<file path="src/rtl/wlpd_pkg.sv">
// Package for the weather loop packet decoder: record type, status codes,
// packet constants and helper functions. No dependencies.
package wlpd_pkg;

    localparam int unsigned BYTE_W      = 8;
    localparam int unsigned POS_W       = 7;
    localparam int unsigned NUM_SLOTS   = 16;
    localparam int unsigned SLOT_W      = 4;
    localparam int unsigned SHORT_LEN   = 17;
    localparam int unsigned SHORT_CAP   = 12;
    localparam int unsigned LONG_LEN    = 99;
    localparam int unsigned HDR_LEN     = 5;
    localparam int unsigned WIND_Y_W    = 19;
    localparam int unsigned WIND_W      = 15;
    localparam int unsigned RAIN_W      = 24;
    localparam int unsigned TDATA_W     = 144;

    localparam logic [BYTE_W-1:0] SHORT_START = 8'h01;

    // mph -> m/s Q8: (mph*357632 + 1562) / 3125
    //   = mph*114 + (mph*1382 + 1562) / 3125, the last by reciprocal 2^31
    localparam int unsigned WIND_INT    = 114;
    localparam int unsigned WIND_FRAC   = 1382;
    localparam int unsigned WIND_ROUND  = 1562;
    localparam int unsigned WIND_RECIP  = 687195;
    localparam int unsigned WIND_SHIFT  = 31;
    localparam int unsigned RECIP_W     = 20;

    localparam int unsigned RAIN_SHORT_MUL = 20;
    localparam int unsigned RAIN_LONG_MUL  = 254;

    // wind byte positions within a packet
    localparam logic [POS_W-1:0] SHORT_WIND_POS = 7'd4;
    localparam logic [POS_W-1:0] LONG_WIND_POS  = 7'd14;

    typedef enum logic [1:0] {
        ST_OK         = 2'd0,
        ST_BAD_START  = 2'd1,
        ST_BAD_HEADER = 2'd2
    } status_t;

    typedef struct packed {
        status_t              status;
        logic [15:0]          temp_inside_tenths;
        logic [15:0]          temp_outside_tenths;
        logic [7:0]           humidity_indoor;
        logic [7:0]           humidity_outside;
        logic [15:0]          pressure_thousandths;
        logic [WIND_W-1:0]    wind_speed_q8;
        logic [15:0]          wind_direction;
        logic [RAIN_W-1:0]    rain_hundredths;
        logic [7:0]           uv_tenths;
        logic [15:0]          solar_radiation;
    } record_t;

    function automatic logic [BYTE_W-1:0] loop_hdr_byte(input logic [2:0] idx);
        logic [BYTE_W-1:0] b;
        case (idx)
            3'd0:    b = 8'h4C;
            3'd1:    b = 8'h4F;
            3'd2:    b = 8'h4F;
            3'd3:    b = 8'h50;
            default: b = 8'h00;
        endcase
        return b;
    endfunction

endpackage

</file>
<file path="src/rtl/wlpd_in_reg.sv">
// Input register of the decoder: holds one received byte until the core takes it.
// Depends on wlpd_pkg.
module wlpd_in_reg (
    input  logic                       clk,
    input  logic                       rst_n,
    input  logic                       s_tvalid,
    output logic                       s_tready,
    input  logic [wlpd_pkg::BYTE_W-1:0] s_tdata,
    input  logic                       take,
    output logic                       valid,
    output logic [wlpd_pkg::BYTE_W-1:0] data
);
    import wlpd_pkg::*;

    logic              valid_reg;
    logic [BYTE_W-1:0] data_reg;

    assign s_tready = !valid_reg || take;
    assign valid    = valid_reg;
    assign data     = data_reg;

    always_ff @(posedge clk or negedge rst_n)
    begin
        if (!rst_n)
        begin
            valid_reg <= 1'b0;
        end
        else if (s_tready)
        begin
            valid_reg <= s_tvalid;
        end
    end

    always_ff @(posedge clk)
    begin
        if (s_tvalid && s_tready)
        begin
            data_reg <= s_tdata;
        end
    end

endmodule

</file>
<file path="src/rtl/wlpd_core.sv">
// Packet tracking, byte capture and record formation.
// Depends on wlpd_pkg.
module wlpd_core (
    input  logic                       clk,
    input  logic                       rst_n,
    input  logic                       cfg_we,
    input  logic                       cfg_wdata,
    input  logic                       step,
    input  logic [wlpd_pkg::BYTE_W-1:0] rx_byte,
    output logic                       fire,
    output wlpd_pkg::record_t          rec
);
    import wlpd_pkg::*;

    logic                  fmt_reg;
    logic [POS_W-1:0]      pos_reg, pos_next;
    logic                  await_reg, await_next;
    logic                  hdr_ok_reg, hdr_ok_next;
    logic [BYTE_W-1:0]     cap_reg  [NUM_SLOTS];
    logic [BYTE_W-1:0]     cap_next [NUM_SLOTS];
    logic [WIND_Y_W-1:0]   wind_y_reg, wind_y_next;

    logic [POS_W-1:0]      pos_inc;
    logic                  cap_en;
    logic [SLOT_W-1:0]     cap_idx;
    logic                  status_ok;
    status_t               status_sel;

    logic [WIND_Y_W+RECIP_W-1:0] wind_prod;
    logic [WIND_W-1:0]           wind_q8;
    logic [BYTE_W-1:0]           wind_mph;
    record_t                     rec_ok;

    assign pos_inc = pos_reg + 7'd1;

    always_comb
    begin
        pos_next    = pos_reg;
        await_next  = await_reg;
        hdr_ok_next = hdr_ok_reg;
        wind_y_next = wind_y_reg;
        cap_en      = 1'b0;
        cap_idx     = '0;
        fire        = 1'b0;
        status_ok   = 1'b0;
        status_sel  = ST_OK;
        if (cfg_we)
        begin
            pos_next    = '0;
            await_next  = 1'b1;
            hdr_ok_next = 1'b1;
        end
        else if (step)
        begin
            if (!fmt_reg)
            begin
                if (await_reg)
                begin
                    if (rx_byte == SHORT_START)
                    begin
                        await_next = 1'b0;
                        pos_next   = '0;
                    end
                    else
                    begin
                        fire       = 1'b1;
                        status_sel = ST_BAD_START;
                    end
                end
                else
                begin
                    if (pos_reg < POS_W'(SHORT_CAP))
                    begin
                        cap_en  = 1'b1;
                        cap_idx = pos_reg[SLOT_W-1:0];
                    end
                    if (pos_reg == SHORT_WIND_POS)
                    begin
                        wind_y_next = WIND_Y_W'(rx_byte * WIND_Y_W'(WIND_FRAC))
                                    + WIND_Y_W'(WIND_ROUND);
                    end
                    if (pos_inc == POS_W'(SHORT_LEN))
                    begin
                        pos_next   = '0;
                        await_next = 1'b1;
                        fire       = 1'b1;
                        status_ok  = 1'b1;
                    end
                    else
                    begin
                        pos_next = pos_inc;
                    end
                end
            end
            else
            begin
                if (pos_reg < POS_W'(HDR_LEN) && rx_byte != loop_hdr_byte(pos_reg[2:0]))
                begin
                    hdr_ok_next = 1'b0;
                end
                case (pos_reg)
                    7'd7, 7'd8, 7'd9, 7'd10, 7'd11, 7'd12, 7'd13, 7'd14:
                    begin
                        cap_en  = 1'b1;
                        cap_idx = SLOT_W'(pos_reg - 7'd7);
                    end
                    7'd16:   begin cap_en = 1'b1; cap_idx = 4'd8;  end
                    7'd17:   begin cap_en = 1'b1; cap_idx = 4'd9;  end
                    7'd33:   begin cap_en = 1'b1; cap_idx = 4'd10; end
                    7'd43:   begin cap_en = 1'b1; cap_idx = 4'd11; end
                    7'd44:   begin cap_en = 1'b1; cap_idx = 4'd12; end
                    7'd45:   begin cap_en = 1'b1; cap_idx = 4'd13; end
                    7'd50:   begin cap_en = 1'b1; cap_idx = 4'd14; end
                    7'd51:   begin cap_en = 1'b1; cap_idx = 4'd15; end
                    default: cap_en = 1'b0;
                endcase
                if (pos_reg == LONG_WIND_POS)
                begin
                    wind_y_next = WIND_Y_W'(rx_byte * WIND_Y_W'(WIND_FRAC))
                                + WIND_Y_W'(WIND_ROUND);
                end
                if (pos_inc == POS_W'(LONG_LEN))
                begin
                    pos_next    = '0;
                    hdr_ok_next = 1'b1;
                    fire        = 1'b1;
                    if (hdr_ok_reg)
                    begin
                        status_ok = 1'b1;
                    end
                    else
                    begin
                        status_sel = ST_BAD_HEADER;
                    end
                end
                else
                begin
                    pos_next = pos_inc;
                end
            end
        end
    end

    always_comb
    begin
        for (int i = 0; i < NUM_SLOTS; i++)
        begin
            cap_next[i] = cap_reg[i];
        end
        if (cap_en)
        begin
            cap_next[cap_idx] = rx_byte;
        end
    end

    // record fields from captured bytes; final byte of a packet is never captured
    assign wind_mph  = fmt_reg ? cap_reg[7] : cap_reg[4];
    assign wind_prod = wind_y_reg * RECIP_W'(WIND_RECIP);
    assign wind_q8   = WIND_W'(wind_mph * WIND_W'(WIND_INT))
                     + WIND_W'(wind_prod >> WIND_SHIFT);

    always_comb
    begin
        rec_ok.status        = ST_OK;
        rec_ok.wind_speed_q8 = wind_q8;
        if (!fmt_reg)
        begin
            rec_ok.temp_inside_tenths   = {cap_reg[1], cap_reg[0]};
            rec_ok.temp_outside_tenths  = {cap_reg[3], cap_reg[2]};
            rec_ok.humidity_indoor      = cap_reg[9];
            rec_ok.humidity_outside     = cap_reg[10];
            rec_ok.pressure_thousandths = {cap_reg[8], cap_reg[7]};
            rec_ok.wind_direction       = {cap_reg[6], cap_reg[5]};
            rec_ok.rain_hundredths      = RAIN_W'(cap_reg[11]) * RAIN_W'(RAIN_SHORT_MUL);
            rec_ok.uv_tenths            = '0;
            rec_ok.solar_radiation      = '0;
        end
        else
        begin
            rec_ok.temp_inside_tenths   = {cap_reg[3], cap_reg[2]};
            rec_ok.temp_outside_tenths  = {cap_reg[6], cap_reg[5]};
            rec_ok.humidity_indoor      = cap_reg[4];
            rec_ok.humidity_outside     = cap_reg[10];
            rec_ok.pressure_thousandths = {cap_reg[1], cap_reg[0]};
            rec_ok.wind_direction       = {cap_reg[9], cap_reg[8]};
            rec_ok.rain_hundredths      = RAIN_W'({cap_reg[15], cap_reg[14]})
                                        * RAIN_W'(RAIN_LONG_MUL);
            rec_ok.uv_tenths            = cap_reg[11];
            rec_ok.solar_radiation      = {cap_reg[13], cap_reg[12]};
        end
    end

    always_comb
    begin
        if (status_ok)
        begin
            rec = rec_ok;
        end
        else
        begin
            rec        = '0;
            rec.status = status_sel;
        end
    end

    always_ff @(posedge clk or negedge rst_n)
    begin
        if (!rst_n)
        begin
            fmt_reg    <= 1'b0;
            pos_reg    <= '0;
            await_reg  <= 1'b1;
            hdr_ok_reg <= 1'b1;
        end
        else
        begin
            if (cfg_we)
            begin
                fmt_reg <= cfg_wdata;
            end
            pos_reg    <= pos_next;
            await_reg  <= await_next;
            hdr_ok_reg <= hdr_ok_next;
        end
    end

    always_ff @(posedge clk)
    begin
        wind_y_reg <= wind_y_next;
        for (int i = 0; i < NUM_SLOTS; i++)
        begin
            cap_reg[i] <= cap_next[i];
        end
    end

`ifndef NO_ASSERTIONS
    a_cfg_restart: assert property (@(posedge clk) disable iff (!rst_n)
        cfg_we |=> (pos_reg == '0) && await_reg && hdr_ok_reg)
        else $error("packet state not restarted after format write");

    a_pos_long: assert property (@(posedge clk) disable iff (!rst_n)
        pos_reg < POS_W'(LONG_LEN))
        else $error("byte position past long packet length");

    a_pos_short: assert property (@(posedge clk) disable iff (!rst_n)
        !fmt_reg |-> pos_reg < POS_W'(SHORT_LEN))
        else $error("byte position past short packet length");

    a_bad_start: assert property (@(posedge clk) disable iff (!rst_n)
        (fire && rec.status == ST_BAD_START) |-> (!fmt_reg && await_reg))
        else $error("bad start reported outside start hunt");

    a_hdr_result: assert property (@(posedge clk) disable iff (!rst_n)
        (fire && fmt_reg) |=> hdr_ok_reg && pos_reg == '0)
        else $error("header flag or position not restored after long packet");
`endif

endmodule

</file>
<file path="src/rtl/wlpd_out_reg.sv">
// Result register of the decoder: holds one record until the receiver takes it.
// Depends on wlpd_pkg.
module wlpd_out_reg (
    input  logic              clk,
    input  logic              rst_n,
    input  logic              load,
    input  wlpd_pkg::record_t rec,
    output logic              free,
    output logic              m_tvalid,
    input  logic              m_tready,
    output wlpd_pkg::record_t rec_out
);
    import wlpd_pkg::*;

    logic    valid_reg;
    record_t rec_reg;

    assign free     = !valid_reg || m_tready;
    assign m_tvalid = valid_reg;
    assign rec_out  = rec_reg;

    always_ff @(posedge clk or negedge rst_n)
    begin
        if (!rst_n)
        begin
            valid_reg <= 1'b0;
        end
        else if (free)
        begin
            valid_reg <= load;
        end
    end

    always_ff @(posedge clk)
    begin
        if (load && free)
        begin
            rec_reg <= rec;
        end
    end

endmodule

</file>
<file path="src/rtl/weather_loop_packet_decoder.sv">
// Weather loop packet decoder, top level: input register, packet core, result register.
// Depends on wlpd_pkg, wlpd_in_reg, wlpd_core, wlpd_out_reg.
//
// Usage:
//   s_tvalid/s_tready/s_tdata carry one received link byte per transfer.
//   m_tvalid/m_tready/m_tdata/m_tuser carry one decoded record per transfer;
//   m_tuser is the status (decoded, bad start byte, bad LOOP header).
//   cfg_we/cfg_wdata write the format register (0 short, 1 long) and abandon
//   any partial packet; write only while the block is idle.
//   Throughput: one byte per cycle while the result register is free. A byte
//   that completes a packet (or a bad start byte) passes the input register,
//   and its record is then loaded into the result register, which raises m_tvalid.
//   Reset: short format, hunting for the start byte, both registers empty.
//   While a record waits on m_tready, one more byte is held in the input
//   register and s_tready then drops until the record is taken.
module weather_loop_packet_decoder (
    input  logic                           clk,
    input  logic                           rst_n,
    input  logic                           s_tvalid,
    output logic                           s_tready,
    input  logic [wlpd_pkg::BYTE_W-1:0]    s_tdata,    // [7:0] rx_byte
    output logic                           m_tvalid,
    input  logic                           m_tready,
    // [15:0] temp_inside_tenths, [31:16] temp_outside_tenths,
    // [39:32] humidity_indoor, [47:40] humidity_outside,
    // [63:48] pressure_thousandths, [78:64] wind_speed_q8,
    // [94:79] wind_direction, [118:95] rain_hundredths,
    // [126:119] uv_tenths, [142:127] solar_radiation, [143] zero
    output logic [wlpd_pkg::TDATA_W-1:0]   m_tdata,
    output logic [1:0]                     m_tuser,    // [1:0] status
    input  logic                           cfg_we,
    input  logic                           cfg_wdata   // station_format
);
    import wlpd_pkg::*;

    logic              in_valid;
    logic [BYTE_W-1:0] in_data;
    logic              out_free;
    logic              step;
    logic              fire;
    record_t           rec;
    record_t           rec_out;

    assign step = in_valid && out_free;

    wlpd_in_reg u_in_reg (
        .clk      (clk),
        .rst_n    (rst_n),
        .s_tvalid (s_tvalid),
        .s_tready (s_tready),
        .s_tdata  (s_tdata),
        .take     (step),
        .valid    (in_valid),
        .data     (in_data)
    );

    wlpd_core u_core (
        .clk       (clk),
        .rst_n     (rst_n),
        .cfg_we    (cfg_we),
        .cfg_wdata (cfg_wdata),
        .step      (step),
        .rx_byte   (in_data),
        .fire      (fire),
        .rec       (rec)
    );

    wlpd_out_reg u_out_reg (
        .clk      (clk),
        .rst_n    (rst_n),
        .load     (fire),
        .rec      (rec),
        .free     (out_free),
        .m_tvalid (m_tvalid),
        .m_tready (m_tready),
        .rec_out  (rec_out)
    );

    assign m_tuser = rec_out.status;
    assign m_tdata = {1'b0,
                      rec_out.solar_radiation,
                      rec_out.uv_tenths,
                      rec_out.rain_hundredths,
                      rec_out.wind_direction,
                      rec_out.wind_speed_q8,
                      rec_out.pressure_thousandths,
                      rec_out.humidity_outside,
                      rec_out.humidity_indoor,
                      rec_out.temp_outside_tenths,
                      rec_out.temp_inside_tenths};

endmodule

</file>
<file path="config.mk">
export PLATFORM = sky130hd
export DESIGN_NAME = weather_loop_packet_decoder
export DESIGN_NICKNAME = d
export VERILOG_FILES = /design/src/rtl/wlpd_pkg.sv /design/src/rtl/wlpd_in_reg.sv /design/src/rtl/wlpd_core.sv /design/src/rtl/wlpd_out_reg.sv /design/src/rtl/weather_loop_packet_decoder.sv
export SDC_FILE = /design/constraint.sdc
export NUM_CORES = 1
export LEC_CHECK = 0
export ABC_CLOCK_PERIOD_IN_PS = 9450
export BUFFER_PORTS_ARGS = -buffer_cell sky130_fd_sc_hd__buf_2
export CAP_MARGIN = 20
export CORE_AREA = 2 2 248 250
export DETAILED_ROUTE_END_ITERATION = 16
export DIE_AREA = 0 0 250 252
export PLACE_DENSITY_LB_ADDON = 0.12
export SLEW_MARGIN = 30
export SYNTH_ARGS = -nofsm -noshare
export SYNTH_HDL_FRONTEND = slang
export SYNTH_HIERARCHICAL = 1
export SYNTH_SLANG_ARGS = --single-unit
</file>
<file path="constraint.sdc">
create_clock -name clk -period 9.45 [get_ports clk]
set_clock_uncertainty 0.15 [all_clocks]
set_input_delay 0.4725 -clock clk [delete_from_list [all_inputs] [get_ports clk]]
set_output_delay 0.4725 -clock clk [all_outputs]
set_load 0.1 [all_outputs]
</file>
==> flow_metrics.py, run 1 <==
metrics = {
    "worst_setup_path": {
        "crit_type": "reg -> reg",
        "crit_slowest_cell": "fa_1",
        "worstSetupPathDepth": 28,
        "arrival_ps": 8220,
        "cp.required_ps": 9570,
        "start_kind": "flip-flop",
        "worstPathMaxFanout": 6,
        "cpMostUsedCell": "fa_1",
        "critical_path_buf_inv_count": 4,
        "cp_top_family": "adder cells",
        "end_kind": "flip-flop",
        "ff2ff_path_depth": 28,
        "critPathMaxStageDelay_ps": 580,
    },
    "detailed_routing": {
        "drt_iter0_drc": 783,
        "dr.pass1.iters": 5,
        "ant_nets": 0,
        "dr_total_vias": 14810,
        "route.met2.wl_um": 27650,
        "drc": 0,
        "vias_per_cell": 4.924,
        "top_layer_used": "met5",
        "wl_met1_um": 25950,
        "wire_per_inst_um": 18.66,
        "drt_wl_total_um": 56120,
        "met3RoutedLength_um": 1716,
    },
    "clocking": {
        "htreeDepth": 2,
        "cts_resized": 0,
        "clock-sinks": 311,
        "insertion_delay_ps": 540,
        "cts_tree": "done",
        "numCtsBuffers": 36,
        "root_buffer": "clkbuf_16",
        "clk_pin_slew_worst_paths_ps": 60,
        "clockBufferDepth": 3,
    },
    "global_route": {
        "gr-total-overflow": 0,
        "grt_pass1_wl_um": 87840,
        "grt_start_max_net_pins": 60,
        "grt_pass1_vias": 15657,
        "grt_usage_pct": 18.02,
        "antenna_found_initial": 2,
    },
    "logic_synthesis": {
        "synth_area_per_cell_um2": 11.95,
        "synth_area_um2": 24000,
        "ys_seq_area_share_pct": 38.67,
        "ys_ff_latch": 311,
        "syn-instance-count": 2008,
        "synthFlopType": "edfxtp_1",
        "yosys_warnings": 6,
        "yosysUniqueCellTypes": 76,
        "syn_nets": 2549,
        "synth-edff-count": 299,
        "async_reset_ff_share_pct": 3.859,
    },
    "floorplan": {
        "io_pins": 162,
        "rows": 90,
        "start_util_pct": 39.92,
        "fp.dieArea_um2": 63000,
        "die_h_um": 252,
        "die_w_um": 250,
        "coreArea_um2": 60130,
    },
    "final_layout": {
        "post-route-util_pct": 44.90,
        "insertedDiodeCount": 0,
        "fin_cells": 3008,
        "stdcell_area_um2": 27000,
        "largest_reg_flops": 145,
        "drive_gt1_share_pct": 12.49,
        "area_delta_synth_final_pct": 12.48,
        "fin_nets": 2741,
    },
    "pwr": {
        "p_leak_nw": 12.12,
        "pwr_density_cell_nw_per_um2": 158.4,
        "ir_worst_vdd_mv": 0.1587,
    },
    "sta": {
        "hold_viol_final": 0,
        "max_slew_margin_pct": 37.04,
        "min_period_over_period_pct": 85.66,
        "rsz0062_at_grt": "false",
        "finalMaxSlewViolations": 0,
        "post-route-min-period_ps": 8095,
        "holdWs_ps": 60.75,
        "worstMarginPinSlew_ps": 940.9,
        "fin_setup_tns_ps": 0,
        "finalSetupViolations": 0,
        "fmax_mhz": 123.5,
    },
    "run_status": {
        "status": "finished clean",
    },
    "placement": {
        "placedCellCount": 2934,
        "gp_congestion": 0.8756,
        "dpl_cell_area_um2": 25750,
        "io_buffers": 160,
        "dp_hpwl_um": 44110,
    },
    "job": {
        "cap_violations": 0,
    },
    "worst_hold_path": {
        "hp-class": "in -> reg",
        "hold_depth": 3,
    },
}
cell usage after synthesis (19+ instances only):
master,instances,share of area (%)
a21oi_1,57,1.2
nand2_1,50,0.78
xnor2_1,40,1.5
a21o_1,32,1.0
nor3_1,29,0.60
inv_1,369,5.8
clkbuf_1,19,0.30
xor2_1,40,1.5
nor2_1,149,2.3
ha_1,314,16
and2_1,31,0.81
fa_1,213,18
edfxtp_1,299,37
o21ai_0,42,0.88
nor2b_1,20,0.52
mux2i_1,76,3.2
per-layer routing:
metal  vias to the layer above  global-route usage [%]
li1                       7172                       -
met1                      7378                   24.66
met2                       211                   30.92
met3                        45                   2.290
met4                         4                   3.490
met5                         -                       0
final cells by class:
| type | instances | area (um2) |
|---|---|---|
| fill | 5686 | 33130 |
| multi-input combinational | 1292 | 13150 |
| sequential | 311 | 9285 |
| inverter | 369 | 1385 |
| timing repair buffer | 190 | 1051 |
| tap | 782 | 978.4 |
| clock buffer | 43 | 927.1 |
| clock inverter | 21 | 224.0 |
where the power goes:
| group | internal, W | leakage (nW) | switching, W |
|---|---|---|---|
| clock network | 0.000792 | 0.556 | 0.000565 |
| registers | 0.00162 | 2.87 | 0.0000284 |
| logic | 0.000421 | 8.69 | 0.000854 |
| total | 0.00283 | 12.1 | 0.00145 |
metrics by stage:
step,worst slack [ps],power [W]
2_1_floorplan,2166,0.002714
3_3_place_gp,1527,0.002951
3_5_place_dp,1341,0.002953
4_1_cts,1349,0.004336
5_1_grt,861.3,0.004511
6_report,1355,0.004277
worst min-delay path: stages:
cell	delay [ps]
buf_2	80
nand2_1	50
o21ai_0	100
kinds of logic after synthesis:
kind of cell	Yosys count	share of synthesized area (%)
flops	311	38.67
simple gates	373	7.720
mux	84	3.544
buf+inv	405	6.609
compound gates	224	6.245
other cells	2	0.03129
xor+xnor	82	3.054
fa+ha+maj	527	34.13
path summary, 6_finish.rpt:
path | start | to | slack (ps)
hold / removal | cfg_wdata | u_core/fmt_reg$_DFFE_PN0P_ | 60
max in group asynchronous | rst_n | u_core/await_reg$_DFFE_PN1P_ | 8640
setup / recovery | u_core/wind_y_reg[7]$_DFFE_PP_ | u_out_reg/rec_out[75]$_DFFE_PP_ | 1360
min in group asynchronous | rst_n | u_out_reg/m_tvalid$_DFFE_PN0P_ | 210
hold reg to reg | u_core/cap_reg[1][46]$_DFFE_PP_ | u_out_reg/rec_out[14]$_DFFE_PP_ | 370
setup reg to reg | u_core/wind_y_reg[7]$_DFFE_PP_ | u_out_reg/rec_out[75]$_DFFE_PP_ | 1360
cells in the final DEF (no fill, tap or decap), types with 4 or more instances in the layout:
cell type | synthesis | layout
buf_2 | 5 | 160
ha_1 | 314 | 314
o21a_1 | 9 | 9
nand3_1 | 17 | 17
xnor2_1 | 40 | 40
nand2_1 | 50 | 50
clkbuf_1 | 19 | 7
or3_1 | 5 | 5
a21o_1 | 32 | 32
dfrtp_1 | 10 | 9
nor2_1 | 149 | 148
nor3_1 | 29 | 29
inv_6 | 0 | 4
o21ai_0 | 42 | 42
a211oi_1 | 10 | 10
nor2_2 | 11 | 11
mux2_2 | 8 | 8
clkbuf_16 | 0 | 36
inv_1 | 369 | 369
xor2_1 | 40 | 40
edfxtp_1 | 299 | 299
and2_1 | 31 | 31
fa_1 | 213 | 213
and3_1 | 6 | 6
nand2b_1 | 18 | 18
buf_4 | 4 | 20
nor2b_1 | 20 | 20
clkinv_2 | 0 | 7
nor3b_1 | 5 | 5
a211o_1 | 8 | 8
a21oi_1 | 57 | 57
o211ai_1 | 7 | 7
or2_2 | 6 | 6
dlygate4sd3_1 | 0 | 10
mux2i_1 | 76 | 76
a31oi_1 | 9 | 9
nand4_1 | 7 | 7
what timing repair did:
action                    4_1_cts  5_1_grt
hold endpoints to repair       21        0
hold buffers                   10        0
setup buffers                   0        0
(Power assumes the default switching activity.)
==> run 2: changes to the inputs <==
Settings changed: BUFFER_PORTS_ARGS -buffer_cell sky130_fd_sc_hd__buf_2 to not set, DONT_BUFFER_PORTS set to 1.
==> flow_metrics.py, run 2 (synthesis gave the netlist of run 1 again) <==
metrics = {
    "global_route": {
        "antenna_found_initial": 0,
        "grt_pass1_wl_um": 87980,
        "grt_usage_pct": 18.08,
        "grt_pass1_vias": 15071,
        "gr-total-overflow": 0,
        "grt_start_max_net_pins": 112,
    },
    "final_layout": {
        "layout_commonest_cell": "inv_1",
        "fin_nets": 2582,
        "drive_gt1_share_pct": 5.607,
        "fillCellCount": 5652,
        "post-route-util_pct": 43.70,
        "final_cell_mix": "inv_1 (369), ha_1 (314), edfxtp_1 (299)",
        "stdcell_area_um2": 26280,
        "area_delta_synth_final_pct": 9.471,
        "insertedDiodeCount": 0,
        "largest_reg_flops": 145,
    },
    "worst_setup_path": {
        "cp.required_ps": 9580,
        "worstPathMaxFanout": 6,
        "arrival_ps": 8150,
        "critPathMaxStageDelay_ps": 590,
        "crit_type": "reg -> reg",
        "cpMostUsedCell": "fa_1",
        "crit_slowest_cell": "fa_1",
        "end_kind": "flip-flop",
        "start_kind": "flip-flop",
    },
    "pwr": {
        "p_leak_nw": 11.53,
        "pwr-share-comb_pct": 22.2,
        "pwr_density_cell_nw_per_um2": 163.6,
        "pwr-share-clk_pct": 32.7,
        "power_frac_seq_pct": 45.0,
        "intPower_w": 0.002832,
        "p_switching_w": 0.001468,
        "p_sw_share_pct": 34.14,
        "ir_worst_vdd_mv": 0.1522,
    },
    "sta": {
        "rsz0062_at_grt": "false",
        "fin_setup_tns_ps": 0,
        "fmax_mhz": 124.7,
        "finalSetupViolations": 0,
        "worstMarginPinSlew_ps": 992.9,
        "post-route-min-period_ps": 8021,
        "max_slew_margin_pct": 33.81,
        "hold_viol_final": 0,
        "finalMaxSlewViolations": 0,
        "min_period_over_period_pct": 84.88,
    },
    "clocking": {
        "cts_resized": 0,
        "clock-sinks": 311,
        "postCtsHoldBufs": 13,
        "numCtsBuffers": 37,
        "cts_setup_buffers": 0,
        "clk_pin_slew_worst_paths_ps": 60,
        "root_buffer": "clkbuf_16",
        "clockBufferDepth": 3,
        "htreeDepth": 2,
        "cts_tree": "done",
        "insertion_delay_ps": 560,
    },
    "detailed_routing": {
        "vias_per_cell": 4.980,
        "drc": 0,
        "dr_total_vias": 14197,
        "drt_iter0_drc": 826,
        "wire_per_inst_um": 19.59,
        "ant_nets": 0,
        "dr.pass1.iters": 7,
        "drt_wl_total_um": 55860,
    },
    "floorplan": {
        "die_w_um": 250,
        "fp.dieArea_um2": 63000,
        "die_h_um": 252,
        "rows": 90,
        "coreArea_um2": 60130,
        "start_util_pct": 39.92,
        "io_pins": 162,
    },
    "placement": {
        "dp_hpwl_um": 43350,
        "dpl_cell_area_um2": 24940,
        "io_buffers": 0,
        "gp_congestion": 0.8563,
    },
    "job": {
        "cap_violations": 0,
    },
    "worst_hold_path": {
        "hp-class": "in -> reg",
    },
    "run_status": {
        "status": "finished clean",
    },
}
==> run 2: changes by cell type in the layout (fill, tap and decap cells not counted), sizes merged <==
cell and change:
buf -163, clkinv +3, dlygate4sd3 +3, inv -1, clkinvlp -1, clkbuf +2
==> run 2: final cells by class <==
cell class	instances	area (um2)	area share [%]
sequential	311	9285	35.33
tap	782	978.4	3.723
multi-input combinational	1292	13150	50.05
inverter	369	1385	5.271
clock inverter	22	246.5	0.9380
timing repair buffer	30	274.0	1.043
clock buffer	45	955.9	3.638
==> run 2: final timing paths <==
| path | startpoint | endpoint | slack [ps] | cells after the start |
|---|---|---|---|---|
| worst max-delay path | u_core/wind_y_reg[7]$_DFFE_PP_ | u_out_reg/rec_out[75]$_DFFE_PP_ | 1430 | 28 |
| worst min-delay path | cfg_we | u_core/pos_reg[3]$_DFFE_PN0P_ | 80 | 3 |
| worst max register to register | u_core/wind_y_reg[7]$_DFFE_PP_ | u_out_reg/rec_out[75]$_DFFE_PP_ | 1430 | 28 |
| worst min register to register | u_core/cap_reg[1][41]$_DFFE_PP_ | u_out_reg/rec_out[9]$_DFFE_PP_ | 370 | 1 |
| max in group asynchronous | rst_n | u_core/fmt_reg$_DFFE_PN0P_ | 8470 | 1 |
| min in group asynchronous | rst_n | u_core/pos_reg[5]$_DFFE_PN0P_ | 220 | 1 |
==> run 2: routing by layer <==
layer | track usage [%] | vias up | wire, um
met5 | 0 | - | 0
met4 | 3.918 | 0 | 907
met3 | 2.641 | 48 | 1822
met2 | 30.35 | 197 | 27170
met1 | 24.92 | 7089 | 25960
li1 | - | 6863 | -
==> run 2: metrics by stage <==
stage | power (W) | worst slack, ps | hold WS, ps | instances
after floorplan | 0.002714 | 2166 | 26.91 | 2008
after global placement | 0.002911 | 1570 | 27.97 | 2771
after detailed placement | 0.002923 | 1374 | 27.99 | 2771
after CTS | 0.004363 | 1381 | 44.18 | 2851
after global routing | 0.004539 | 847.1 | 72.26 | 2851
final | 0.004300 | 1429 | 77.55 | 2851
==> run 2: power by group through the flow <==
stage	Combinational (W)	Clock, W	Sequential [W]
after global routing	0.00110	0.00150	0.00194
final	0.000957	0.00141	0.00194
after detailed placement	0.000957	0	0.00197
after global placement	0.000946	0	0.00197
after floorplan	0.000764	0	0.00195
after CTS	0.000973	0.00145	0.00194
==> run 2: critical path, delay by kind of cell (launching register included) <==
kind	cells	cell delay (ps)
compound gates	12	2450
xor+xnor	2	380
fa+ha+maj	8	3820
buf+inv	4	290
flops	1	460
simple gates	2	210
